## src/cbm_pkg.sv

```systemverilog
// Shared types, codes and constants for the cartridge bank mapper.
package cbm_pkg;

  // Address translation geometry
  localparam int unsigned ROM_BANK_BYTES = 16384;
  localparam int unsigned RAM_BANK_BYTES = 8192;
  localparam int unsigned EXT_RAM_BASE   = 40960;
  localparam int unsigned ROM_OFS_W      = $clog2(ROM_BANK_BYTES);
  localparam int unsigned RAM_OFS_W      = $clog2(RAM_BANK_BYTES);

  // Field widths
  localparam int unsigned REQ_W      = 2;
  localparam int unsigned ADDR_W     = 16;
  localparam int unsigned DATA_W     = 8;
  localparam int unsigned MAPPED_W   = 23;
  localparam int unsigned ROM_BANK_W = MAPPED_W - ROM_OFS_W;
  localparam int unsigned UPPER_W    = 4;
  localparam int unsigned CFG_IDX_W  = 2;
  localparam int unsigned CFG_DATA_W = 10;

  // Default depth of the queue between front and back
  localparam int unsigned QUEUE_DEPTH = 2;

  // Request types
  localparam logic [REQ_W-1:0] REQ_WRITE = 2'd0;
  localparam logic [REQ_W-1:0] REQ_ROM   = 2'd1;
  localparam logic [REQ_W-1:0] REQ_RAM   = 2'd2;

  // Mapper types
  localparam logic [1:0] MAP_NONE = 2'd0;
  localparam logic [1:0] MAP_MBC1 = 2'd1;
  localparam logic [1:0] MAP_MBC3 = 2'd2;
  localparam logic [1:0] MAP_MBC5 = 2'd3;

  // Configuration register indexes
  localparam logic [CFG_IDX_W-1:0] CFG_MAPPER_TYPE    = 2'd0;
  localparam logic [CFG_IDX_W-1:0] CFG_HAS_CLOCK      = 2'd1;
  localparam logic [CFG_IDX_W-1:0] CFG_ROM_BANK_COUNT = 2'd2;
  localparam logic [CFG_IDX_W-1:0] CFG_RAM_BANK_COUNT = 2'd3;

  // Bus address range boundaries
  localparam logic [ADDR_W-1:0] ADR_ROMLO  = 16'h2000;
  localparam logic [ADDR_W-1:0] ADR_BIT8   = 16'h3000;
  localparam logic [ADDR_W-1:0] ADR_UPPER  = 16'h4000;
  localparam logic [ADDR_W-1:0] ADR_MODE   = 16'h6000;

  // Register write values
  localparam logic [DATA_W-1:0] RAM_ENABLE_KEY = 8'h0A;
  localparam logic [DATA_W-1:0] CLOCK_SEL_BASE = 8'h08;
  localparam logic [DATA_W-1:0] MBC3_MAX_BANK  = 8'h03;
  localparam logic [DATA_W-1:0] LATCH_VALUE    = 8'h01;
  localparam logic [DATA_W-1:0] MBC1_LOW_MASK  = 8'h1F;
  localparam logic [DATA_W-1:0] MBC3_LOW_MASK  = 8'h7F;
  localparam logic [CFG_DATA_W-1:0] LARGE_ROM_BANKS = 10'd32;

  // Configuration register set
  typedef struct packed {
    logic [1:0] mapper_type;
    logic       has_clock;
    logic [9:0] rom_bank_count;
    logic [4:0] ram_bank_count;
  } cfg_t;

  // Classified operation
  typedef enum logic [3:0] {
    OP_NOP,
    OP_WR_ENABLE,
    OP_WR_ROMLO,
    OP_WR_BIT8,
    OP_WR_UPPER,
    OP_WR_MODE,
    OP_ROM_RAW,
    OP_ROM_LOW,
    OP_ROM_BANK,
    OP_RAM
  } op_t;

  // Item passed from front to back
  typedef struct packed {
    op_t               op;
    logic [ADDR_W-1:0] addr;
    logic [DATA_W-1:0] wdata;
  } item_t;

endpackage

```

## src/cbm_front.sv

```systemverilog
// Front end: accepts bus transactions and classifies them into operations.
module cbm_front (
  input  logic                      clk,
  input  logic                      rst_n,
  input  cbm_pkg::cfg_t             cfg,
  input  logic                      in_valid,
  output logic                      in_ready,
  input  logic [cbm_pkg::REQ_W-1:0] in_req_type,
  input  logic [cbm_pkg::ADDR_W-1:0] in_addr,
  input  logic [cbm_pkg::DATA_W-1:0] in_wdata,
  output logic                      push_valid,
  input  logic                      push_ready,
  output cbm_pkg::item_t            push_item
);

  logic           valid_r, valid_nxt;
  cbm_pkg::item_t item_r, item_nxt;
  cbm_pkg::op_t   op;

  // Decode request type, mapper and address range
  always_comb begin
    op = cbm_pkg::OP_NOP;
    if (in_req_type == cbm_pkg::REQ_WRITE) begin
      priority if (cfg.mapper_type == cbm_pkg::MAP_NONE) begin
        op = cbm_pkg::OP_NOP;
      end else if (in_addr < cbm_pkg::ADR_ROMLO) begin
        op = cbm_pkg::OP_WR_ENABLE;
      end else if (in_addr < cbm_pkg::ADR_BIT8) begin
        op = cbm_pkg::OP_WR_ROMLO;
      end else if (in_addr < cbm_pkg::ADR_UPPER) begin
        op = (cfg.mapper_type == cbm_pkg::MAP_MBC5) ? cbm_pkg::OP_WR_BIT8
                                                    : cbm_pkg::OP_WR_ROMLO;
      end else if (in_addr < cbm_pkg::ADR_MODE) begin
        op = cbm_pkg::OP_WR_UPPER;
      end else begin
        op = (cfg.mapper_type == cbm_pkg::MAP_MBC5) ? cbm_pkg::OP_NOP
                                                    : cbm_pkg::OP_WR_MODE;
      end
    end else if (in_req_type == cbm_pkg::REQ_ROM) begin
      priority if (cfg.mapper_type == cbm_pkg::MAP_NONE) begin
        op = cbm_pkg::OP_ROM_RAW;
      end else if (in_addr < cbm_pkg::ADR_UPPER) begin
        op = cbm_pkg::OP_ROM_LOW;
      end else begin
        op = cbm_pkg::OP_ROM_BANK;
      end
    end else if (in_req_type == cbm_pkg::REQ_RAM) begin
      op = cbm_pkg::OP_RAM;
    end
  end

  // Stage register: refills when empty or whenever it drains into the queue
  assign in_ready   = !valid_r || push_ready;
  assign push_valid = valid_r;
  assign push_item  = item_r;

  always_comb begin
    valid_nxt = valid_r;
    item_nxt  = item_r;
    if (in_ready) begin
      valid_nxt = in_valid;
      item_nxt  = '{op: op, addr: in_addr, wdata: in_wdata};
    end
  end

  always_ff @(posedge clk) begin
    if (!rst_n) begin
      valid_r <= 1'b0;
    end else begin
      valid_r <= valid_nxt;
    end
    item_r <= item_nxt;
  end

endmodule

```

## src/cbm_queue.sv

```systemverilog
// Short FIFO that decouples the front end from the back end.
module cbm_queue #(
  parameter int unsigned DEPTH = cbm_pkg::QUEUE_DEPTH
) (
  input  logic           clk,
  input  logic           rst_n,
  input  logic           push_valid,
  output logic           push_ready,
  input  cbm_pkg::item_t push_item,
  output logic           pop_valid,
  input  logic           pop_ready,
  output cbm_pkg::item_t pop_item
);

  localparam int unsigned PTR_W = (DEPTH > 1) ? $clog2(DEPTH) : 1;
  localparam int unsigned CNT_W = $clog2(DEPTH + 1);
  localparam logic [PTR_W-1:0] LAST_PTR = PTR_W'(DEPTH - 1);
  localparam logic [CNT_W-1:0] FULL_CNT = CNT_W'(DEPTH);

  cbm_pkg::item_t   mem [DEPTH];
  logic [PTR_W-1:0] wr_ptr_r, wr_ptr_nxt;
  logic [PTR_W-1:0] rd_ptr_r, rd_ptr_nxt;
  logic [CNT_W-1:0] count_r, count_nxt;
  logic             push, pop;

  assign push_ready = (count_r != FULL_CNT);
  assign pop_valid  = (count_r != '0);
  assign pop_item   = mem[rd_ptr_r];
  assign push       = push_valid && push_ready;
  assign pop        = pop_valid && pop_ready;

  // Pointer and occupancy update
  always_comb begin
    wr_ptr_nxt = wr_ptr_r;
    rd_ptr_nxt = rd_ptr_r;
    count_nxt  = count_r;
    if (push) begin
      wr_ptr_nxt = (wr_ptr_r == LAST_PTR) ? '0 : wr_ptr_r + 1'b1;
    end
    if (pop) begin
      rd_ptr_nxt = (rd_ptr_r == LAST_PTR) ? '0 : rd_ptr_r + 1'b1;
    end
    if (push && !pop) begin
      count_nxt = count_r + 1'b1;
    end else if (pop && !push) begin
      count_nxt = count_r - 1'b1;
    end
  end

  always_ff @(posedge clk) begin
    if (!rst_n) begin
      wr_ptr_r <= '0;
      rd_ptr_r <= '0;
      count_r  <= '0;
    end else begin
      wr_ptr_r <= wr_ptr_nxt;
      rd_ptr_r <= rd_ptr_nxt;
      count_r  <= count_nxt;
    end
  end

  // Storage
  always_ff @(posedge clk) begin
    if (push) begin
      mem[wr_ptr_r] <= push_item;
    end
  end

endmodule

```

## src/cbm_back.sv

```systemverilog
// Back end: bank registers, address translation and the result register.
module cbm_back (
  input  logic                          clk,
  input  logic                          rst_n,
  input  cbm_pkg::cfg_t                 cfg,
  input  logic                          pop_valid,
  output logic                          pop_ready,
  input  cbm_pkg::item_t                pop_item,
  output logic                          out_valid,
  input  logic                          out_ready,
  output logic [cbm_pkg::MAPPED_W-1:0]  out_mapped_addr,
  output logic                          out_access_invalid,
  output logic                          out_save_request
);

  localparam int unsigned ROM_OFS_W  = cbm_pkg::ROM_OFS_W;
  localparam int unsigned RAM_OFS_W  = cbm_pkg::RAM_OFS_W;
  localparam int unsigned ROM_BANK_W = cbm_pkg::ROM_BANK_W;
  localparam int unsigned MAPPED_W   = cbm_pkg::MAPPED_W;
  localparam int unsigned DATA_W     = cbm_pkg::DATA_W;
  localparam int unsigned UPPER_W    = cbm_pkg::UPPER_W;
  localparam int unsigned SUM_W      = DATA_W + 2;

  // Mapper state
  logic [DATA_W-1:0]  rom_low_r, rom_low_nxt;
  logic [UPPER_W-1:0] upper_r, upper_nxt;
  logic               mode_r, mode_nxt;
  logic               ram_en_r, ram_en_nxt;
  logic               latched_r, latched_nxt;
  logic [DATA_W-1:0]  clk_sel_r, clk_sel_nxt;

  // Result register
  logic                out_valid_r, out_valid_nxt;
  logic [MAPPED_W-1:0] mapped_r, mapped_nxt;
  logic                invalid_r, invalid_nxt;
  logic                save_r, save_nxt;

  logic                take, big_rom, clk_access, key_match;
  logic [DATA_W-1:0]   low_masked;
  logic [SUM_W-1:0]    bank_sum;
  logic [UPPER_W-1:0]  ram_bank;
  cbm_pkg::op_t        op;
  logic [cbm_pkg::ADDR_W-1:0] addr;
  logic [DATA_W-1:0]   wdata;

  assign op         = pop_item.op;
  assign addr       = pop_item.addr;
  assign wdata      = pop_item.wdata;
  assign take       = pop_valid && (!out_valid_r || out_ready);
  assign pop_ready  = !out_valid_r || out_ready;
  assign big_rom    = (cfg.rom_bank_count > cbm_pkg::LARGE_ROM_BANKS);
  assign clk_access = cfg.has_clock && ram_en_r;
  assign key_match  = (wdata == cbm_pkg::RAM_ENABLE_KEY);

  // Low bank write value, zero written as one
  always_comb begin
    low_masked = wdata & ((cfg.mapper_type == cbm_pkg::MAP_MBC1) ? cbm_pkg::MBC1_LOW_MASK
                                                                 : cbm_pkg::MBC3_LOW_MASK);
    if (low_masked == '0) begin
      low_masked = DATA_W'(1);
    end
  end

  // Switched ROM bank
  always_comb begin
    unique case (cfg.mapper_type)
      cbm_pkg::MAP_MBC1: bank_sum = SUM_W'(rom_low_r) +
                                    (big_rom ? SUM_W'({upper_r, 5'b0}) : '0);
      cbm_pkg::MAP_MBC5: bank_sum = SUM_W'({mode_r, rom_low_r});
      default:           bank_sum = SUM_W'(rom_low_r);
    endcase
  end

  // RAM bank
  always_comb begin
    unique case (cfg.mapper_type)
      cbm_pkg::MAP_NONE: ram_bank = '0;
      cbm_pkg::MAP_MBC1: ram_bank = mode_r ? upper_r : '0;
      default:           ram_bank = upper_r;
    endcase
  end

  // Execute one operation
  always_comb begin
    rom_low_nxt   = rom_low_r;
    upper_nxt     = upper_r;
    mode_nxt      = mode_r;
    ram_en_nxt    = ram_en_r;
    latched_nxt   = latched_r;
    clk_sel_nxt   = clk_sel_r;
    out_valid_nxt = out_valid_r;
    mapped_nxt    = mapped_r;
    invalid_nxt   = invalid_r;
    save_nxt      = save_r;
    if (out_ready) begin
      out_valid_nxt = 1'b0;
    end
    if (take) begin
      out_valid_nxt = 1'b1;
      mapped_nxt    = '0;
      invalid_nxt   = 1'b0;
      save_nxt      = 1'b0;
      unique case (op)
        cbm_pkg::OP_NOP: begin
        end
        cbm_pkg::OP_WR_ENABLE: begin
          ram_en_nxt = key_match;
          save_nxt   = ram_en_r && !key_match;
        end
        cbm_pkg::OP_WR_ROMLO: begin
          rom_low_nxt = (cfg.mapper_type == cbm_pkg::MAP_MBC5) ? wdata : low_masked;
        end
        cbm_pkg::OP_WR_BIT8: begin
          mode_nxt = wdata[0];
        end
        cbm_pkg::OP_WR_UPPER: begin
          unique case (cfg.mapper_type)
            cbm_pkg::MAP_MBC1: upper_nxt = {2'b0, wdata[1:0]};
            cbm_pkg::MAP_MBC3: begin
              priority if (clk_access && wdata >= cbm_pkg::CLOCK_SEL_BASE) begin
                clk_sel_nxt = wdata - cbm_pkg::CLOCK_SEL_BASE;
              end else if (wdata <= cbm_pkg::MBC3_MAX_BANK) begin
                upper_nxt = wdata[UPPER_W-1:0];
              end
            end
            default: upper_nxt = wdata[UPPER_W-1:0];
          endcase
        end
        cbm_pkg::OP_WR_MODE: begin
          if (cfg.mapper_type == cbm_pkg::MAP_MBC1) begin
            mode_nxt = (wdata != '0);
          end else if (clk_access) begin
            latched_nxt = (wdata == cbm_pkg::LATCH_VALUE);
          end
        end
        cbm_pkg::OP_ROM_RAW: begin
          mapped_nxt = MAPPED_W'(addr);
        end
        cbm_pkg::OP_ROM_LOW: begin
          if (cfg.mapper_type == cbm_pkg::MAP_MBC1 && big_rom && mode_r) begin
            mapped_nxt = MAPPED_W'({upper_r, 5'b0, addr[ROM_OFS_W-1:0]});
          end else begin
            mapped_nxt = MAPPED_W'(addr);
          end
        end
        cbm_pkg::OP_ROM_BANK: begin
          mapped_nxt = {bank_sum[ROM_BANK_W-1:0], addr[ROM_OFS_W-1:0]};
        end
        cbm_pkg::OP_RAM: begin
          if (cfg.ram_bank_count == '0 || !ram_en_r) begin
            mapped_nxt  = MAPPED_W'(addr);
            invalid_nxt = 1'b1;
          end else begin
            // base address has zero low bits, so the offset is the low bits
            mapped_nxt = MAPPED_W'({ram_bank, addr[RAM_OFS_W-1:0]});
          end
        end
        default: begin
        end
      endcase
    end
  end

  always_ff @(posedge clk) begin
    if (!rst_n) begin
      rom_low_r   <= DATA_W'(1);
      upper_r     <= '0;
      mode_r      <= 1'b0;
      ram_en_r    <= 1'b0;
      latched_r   <= 1'b0;
      clk_sel_r   <= '0;
      out_valid_r <= 1'b0;
    end else begin
      rom_low_r   <= rom_low_nxt;
      upper_r     <= upper_nxt;
      mode_r      <= mode_nxt;
      ram_en_r    <= ram_en_nxt;
      latched_r   <= latched_nxt;
      clk_sel_r   <= clk_sel_nxt;
      out_valid_r <= out_valid_nxt;
    end
    mapped_r  <= mapped_nxt;
    invalid_r <= invalid_nxt;
    save_r    <= save_nxt;
  end

  assign out_valid          = out_valid_r;
  assign out_mapped_addr    = mapped_r;
  assign out_access_invalid = invalid_r;
  assign out_save_request   = save_r;

endmodule

```

## src/cartridge_bank_mapper.sv

```systemverilog
// Top level of the cartridge bank mapper: configuration registers and the
// front end, queue and back end.
//
//   channel  direction  handshake            payload
//   in_      input      in_valid/in_ready    in_req_type, in_addr, in_wdata
//   out_     output     out_valid/out_ready  out_mapped_addr, out_access_invalid,
//                                            out_save_request
//   cfg_     input      cfg_we               cfg_index, cfg_wdata
//
// One transaction per cycle sustained while out_ready stays high; a request
// passes the front stage, the queue and then the result register.
// Synchronous active-low reset restores bank state and configuration defaults.
// A stalled output fills the queue first; the input stalls only once the
// queue and the front stage are both full.
module cartridge_bank_mapper #(
  parameter int unsigned QUEUE_DEPTH = cbm_pkg::QUEUE_DEPTH
) (
  input  logic                              clk,
  input  logic                              rst_n,
  input  logic                              cfg_we,
  input  logic [cbm_pkg::CFG_IDX_W-1:0]     cfg_index,
  input  logic [cbm_pkg::CFG_DATA_W-1:0]    cfg_wdata,
  input  logic                              in_valid,
  output logic                              in_ready,
  input  logic [cbm_pkg::REQ_W-1:0]         in_req_type,
  input  logic [cbm_pkg::ADDR_W-1:0]        in_addr,
  input  logic [cbm_pkg::DATA_W-1:0]        in_wdata,
  output logic                              out_valid,
  input  logic                              out_ready,
  output logic [cbm_pkg::MAPPED_W-1:0]      out_mapped_addr,
  output logic                              out_access_invalid,
  output logic                              out_save_request
);

  cbm_pkg::cfg_t  cfg_r, cfg_nxt;
  logic           push_valid, push_ready, pop_valid, pop_ready;
  cbm_pkg::item_t push_item, pop_item;

  // Configuration register writes
  always_comb begin
    cfg_nxt = cfg_r;
    if (cfg_we) begin
      unique case (cfg_index)
        cbm_pkg::CFG_MAPPER_TYPE:    cfg_nxt.mapper_type    = cfg_wdata[1:0];
        cbm_pkg::CFG_HAS_CLOCK:      cfg_nxt.has_clock      = cfg_wdata[0];
        cbm_pkg::CFG_ROM_BANK_COUNT: cfg_nxt.rom_bank_count = cfg_wdata[9:0];
        cbm_pkg::CFG_RAM_BANK_COUNT: cfg_nxt.ram_bank_count = cfg_wdata[4:0];
        default: begin
        end
      endcase
    end
  end

  always_ff @(posedge clk) begin
    if (!rst_n) begin
      cfg_r <= '{mapper_type: cbm_pkg::MAP_NONE, has_clock: 1'b0,
                 rom_bank_count: 10'd2, ram_bank_count: 5'd0};
    end else begin
      cfg_r <= cfg_nxt;
    end
  end

  cbm_front u_front (
    .clk         (clk),
    .rst_n       (rst_n),
    .cfg         (cfg_r),
    .in_valid    (in_valid),
    .in_ready    (in_ready),
    .in_req_type (in_req_type),
    .in_addr     (in_addr),
    .in_wdata    (in_wdata),
    .push_valid  (push_valid),
    .push_ready  (push_ready),
    .push_item   (push_item)
  );

  cbm_queue #(
    .DEPTH (QUEUE_DEPTH)
  ) u_queue (
    .clk        (clk),
    .rst_n      (rst_n),
    .push_valid (push_valid),
    .push_ready (push_ready),
    .push_item  (push_item),
    .pop_valid  (pop_valid),
    .pop_ready  (pop_ready),
    .pop_item   (pop_item)
  );

  cbm_back u_back (
    .clk                (clk),
    .rst_n              (rst_n),
    .cfg                (cfg_r),
    .pop_valid          (pop_valid),
    .pop_ready          (pop_ready),
    .pop_item           (pop_item),
    .out_valid          (out_valid),
    .out_ready          (out_ready),
    .out_mapped_addr    (out_mapped_addr),
    .out_access_invalid (out_access_invalid),
    .out_save_request   (out_save_request)
  );

endmodule
```

## config.mk

```make
export PLATFORM = sky130hd
export DESIGN_NAME = cartridge_bank_mapper
export DESIGN_NICKNAME = d
export VERILOG_FILES = /design/src/cbm_pkg.sv /design/src/cbm_front.sv /design/src/cbm_queue.sv /design/src/cbm_back.sv /design/src/cartridge_bank_mapper.sv
export SDC_FILE = /design/constraint.sdc
export NUM_CORES = 1
export LEC_CHECK = 0
export ABC_AREA = 1
export BUFFER_PORTS_ARGS = -buffer_cell sky130_fd_sc_hd__buf_2
export CAP_MARGIN = 20
export CELL_PAD_IN_SITES_DETAIL_PLACEMENT = 0
export CELL_PAD_IN_SITES_GLOBAL_PLACEMENT = 1
export CORE_AREA = 2 2 144 146
export CTS_BUF_LIST = sky130_fd_sc_hd__clkbuf_8
export CTS_CLUSTER_SIZE = 40
export DETAILED_ROUTE_END_ITERATION = 6
export DIE_AREA = 0 0 146 148
export GPL_TIMING_DRIVEN = 0
export PLACE_DENSITY_LB_ADDON = 0.25
export REMOVE_ABC_BUFFERS = 1
export SYNTH_ARGS = -nofsm -noshare
export SYNTH_HDL_FRONTEND = slang
export SYNTH_SLANG_ARGS = --single-unit
export TNS_END_PERCENT = 5
```

## constraint.sdc

```tcl
create_clock -name clk -period 2.2 [get_ports clk]
set_clock_uncertainty 0.05 [all_clocks]
set_input_delay 0.33 -clock clk [delete_from_list [all_inputs] [get_ports clk]]
set_output_delay 0.33 -clock clk [all_outputs]
set_load 0.005 [all_outputs]
```

==> impl_metrics.toml <==
[outcome]
run_status = "complete, no violations"

[sta]
setup_viol = 0
grt_setup_unrepaired = "yes"
relSlewSlack_pct = 37.0
drv_slew = 0
finalHoldViolations = 0
fin_crit_sh_pct = 93.5
period_minus_slack_ns = 2.06
fmax_mhz = 486
tns_ns = 0
tightest_slew_ns = 0.943

[cells_and_area]
syn_to_final_growth_pct = 22.7
fillers = 2090
drive_gt1_share_pct = 23.2
diodes = 0
final_core_util_pct = 36.0
postLayoutCellArea_mm2 = 0.00721
multiInputGateArea_mm2 = 0.00156
layout.nets = 676
register_area_mm2 = 0.00404

[run]
maxCapViolCount = 0

[synthesis]
synthFlopType = "edfxtp_1"
ys_warn_count = 0
synth_area_mm2 = 0.00588
ys_top_cells_by_area = "edfxtp_1 56%, dfxtp_1 13%, nand2_1 5.7%"
yosysUniqueCellTypes = 32
yosysTopAreaCellShare_pct = 55.6
ys_seq_area_share_pct = 68.6
syn_area_per_cell_um2 = 11.2
postSynth.asyncResetShare_pct = 0
synth_edf_count = 109
yosys.area.top_type = "edfxtp_1"
post-synth-top-count-cell = "edfxtp_1"
ys_ff_latch = 147
synth_cells = 525
yosys-top-cells-count = "109 x edfxtp_1, 90 x nand2_1, 72 x inv_1"

[placement]
place_area_mm2 = 0.00656
io_buffer_count = 69
dp_hpwl_um = 8170
place_congestion = 0.773

[cts]
cts_buffer_depth = 2
worstSkewPairLatency_ns = 0.45
cts.sinks = 147
cts-buffers-inserted = 17
clk_pin_slew_ns = 0.08
cts_max_level = 4
clock_tree.root_cell = "clkbuf_8"
cts_tree = "done"

[setup_path]
cp.arrival_ns = 2.22
cp_max_fo = 4
critPathLaunch = "cfg_r[13]"
criticalPathCategory = "flip-flop to flip-flop"
r2r-start = "cfg_r[13]"
r2r_slack_ns = 0.14
r2r_cells = 12
start_kind = "flip-flop"
crit_required_ns = 2.36
end_kind = "flip-flop"
crit_path_end = "u_back.out_mapped_addr[21]"
rr_endpoint = "u_back.out_mapped_addr[21]"

[global_route]
grt_max_degree = 41
grt_pass1_vias = 3912
antenna_found_initial = 0
grt_use_total_pct = 11.6
grt_pass1_wl_um = 19300
grt_remaining_overflow = 0

[drt]
wl_met2_um = 6000
dr.first_iter.drc_count = 242
vias = 3854
top_layer = "met4"
drc = 0
drt-total-wl_um = 12100
wl_met3_um = 495
wire_per_inst_um = 13.3
ant_nets = 0
vias_per_cell = 4.23
wl_met1_um = 5400
first_pass_iters = 4

[power]
leakagePower_nw = 2.91
p_total_mw = 7.62
p_per_area_mw_per_mm2 = 1060
peakVddDrop_uv = 438

[floorplanning]
initial_core_util_pct = 29.4
die_x_um = 146
die_area_mm2 = 0.0216
io_pins = 70
rows = 52
die_h_um = 148
core_mm2 = 0.0200

[worst_hold_path]
hp-class = "input port to flip-flop"
==> worst min-delay path by stage <==
stage | to | cells past startpoint | slack [ns] | startpoint
2_1_floorplan | cfg_r[6] | 1 | 0.36 | rst_n
3_3_place_gp | u_queue.mem[0][8] | 0 | 0.38 | u_front.push_item[8]
3_5_place_dp | u_queue.mem[0][25] | 0 | 0.38 | u_front.push_item[25]
4_1_cts | u_front.push_item[23] | 1 | 0.02 | in_addr[15]
5_1_grt | u_front.push_item[23] | 1 | 0.03 | in_addr[15]
6_report | cfg_r[10] | 3 | 0.05 | cfg_wdata[5]
==> placed cells by master, fill, tap and decap left out, types with 2 or more instances in the layout <==
master / instances
o21ai_0: 38
clkinvlp_4: 4
a21oi_1: 31
clkinv_1: 2
dlygate4sd3_1: 23
nand2_1: 88
o21ai_1: 5
o21ai_2: 4
inv_1: 70
nor2_4: 3
clkbuf_8: 17
buf_2: 68
dfxtp_1: 36
edfxtp_1: 109
ha_1: 4
mux2_2: 15
nor2_1: 46
nand2_2: 6
nand3_1: 21
nor2_2: 4
inv_8: 3
nor3_1: 3
nand4_1: 5
o211ai_1: 2
inv_6: 4
inv_2: 8
nand3b_1: 2
==> layer usage <==
layer / vias to the layer above / GRT usage (%)
li1: 1980 / -
met1: 1785 / 13.6
met2: 73 / 20.0
met3: 16 / 3.15
met4: 0 / 5.05
met5: - / 0
==> through the flow <==
stage	hold slack, ns	instances	setup WS, ns
after CTS	0.0246	910	0.0110
final	0.0530	911	0.142
after global routing	0.0255	911	-0.00421
after global placement	0.376	854	-2.40
after floorplan	0.364	515	-0.866
after detailed placement	0.385	855	-0.162
==> cells by family after synthesis <==
family / Yosys count / share of synthesized area [%]
multiplexers: 16 / 3.04
AND/OR/NAND/NOR: 183 / 13.2
buffers and inverters: 88 / 6.06
flip-flops: 147 / 68.6
AO/OA/AOI/OAI: 85 / 7.74
adder cells (fa/ha/maj): 5 / 1.19
XOR/XNOR: 1 / 0.149
==> critical path, cell delays in order (launching register included) <==
cell and delay [ns]:
dfxtp_1 0.31, inv_1 0.06, nand3_1 0.09, nor2_2 0.15, nand2_2 0.10, inv_2 0.09
nor2_1 0.05, ha_1 0.20, fa_1 0.38, xnor2_1 0.13, o21ai_0 0.08, nand2_1 0.07
nand2_1 0.05
==> registers in the layout (all words and copies together) (netlist names), 2 cells and up, named ones only <==
register	count
u_back.upper_r	4
u_queue.count_r	2
u_front.push_item	28
u_back.rom_low_r	8
u_queue.mem	56
u_back.out_mapped_addr	23
cfg_r	17
==> report_power, final <==
group	internal [mW]	switching (mW)	total (mW)
sequential	3.61	0.225	3.84
combinational	0.713	1.15	1.86
clock	0.804	1.11	1.92
==> repair_timing <==
action | in CTS | in global routing
pin swaps | 0 | 1
hold buffers | 23 | 0
setup endpoints to repair | 33 | 22
endpoints found under the hold margin | 23 | 0
setup buffers | 0 | 1
resized for setup | 5 | 10
==> layout make-up <==
class,instances,area share (%)
inverters,78,4.06
repair buffers,94,8.72
clock buffers,17,3.24
multi-input cells,290,21.6
flip-flops and latches,147,56.0
clock inverters,15,1.66
well taps,270,4.68
(Power assumes the default switching activity.)
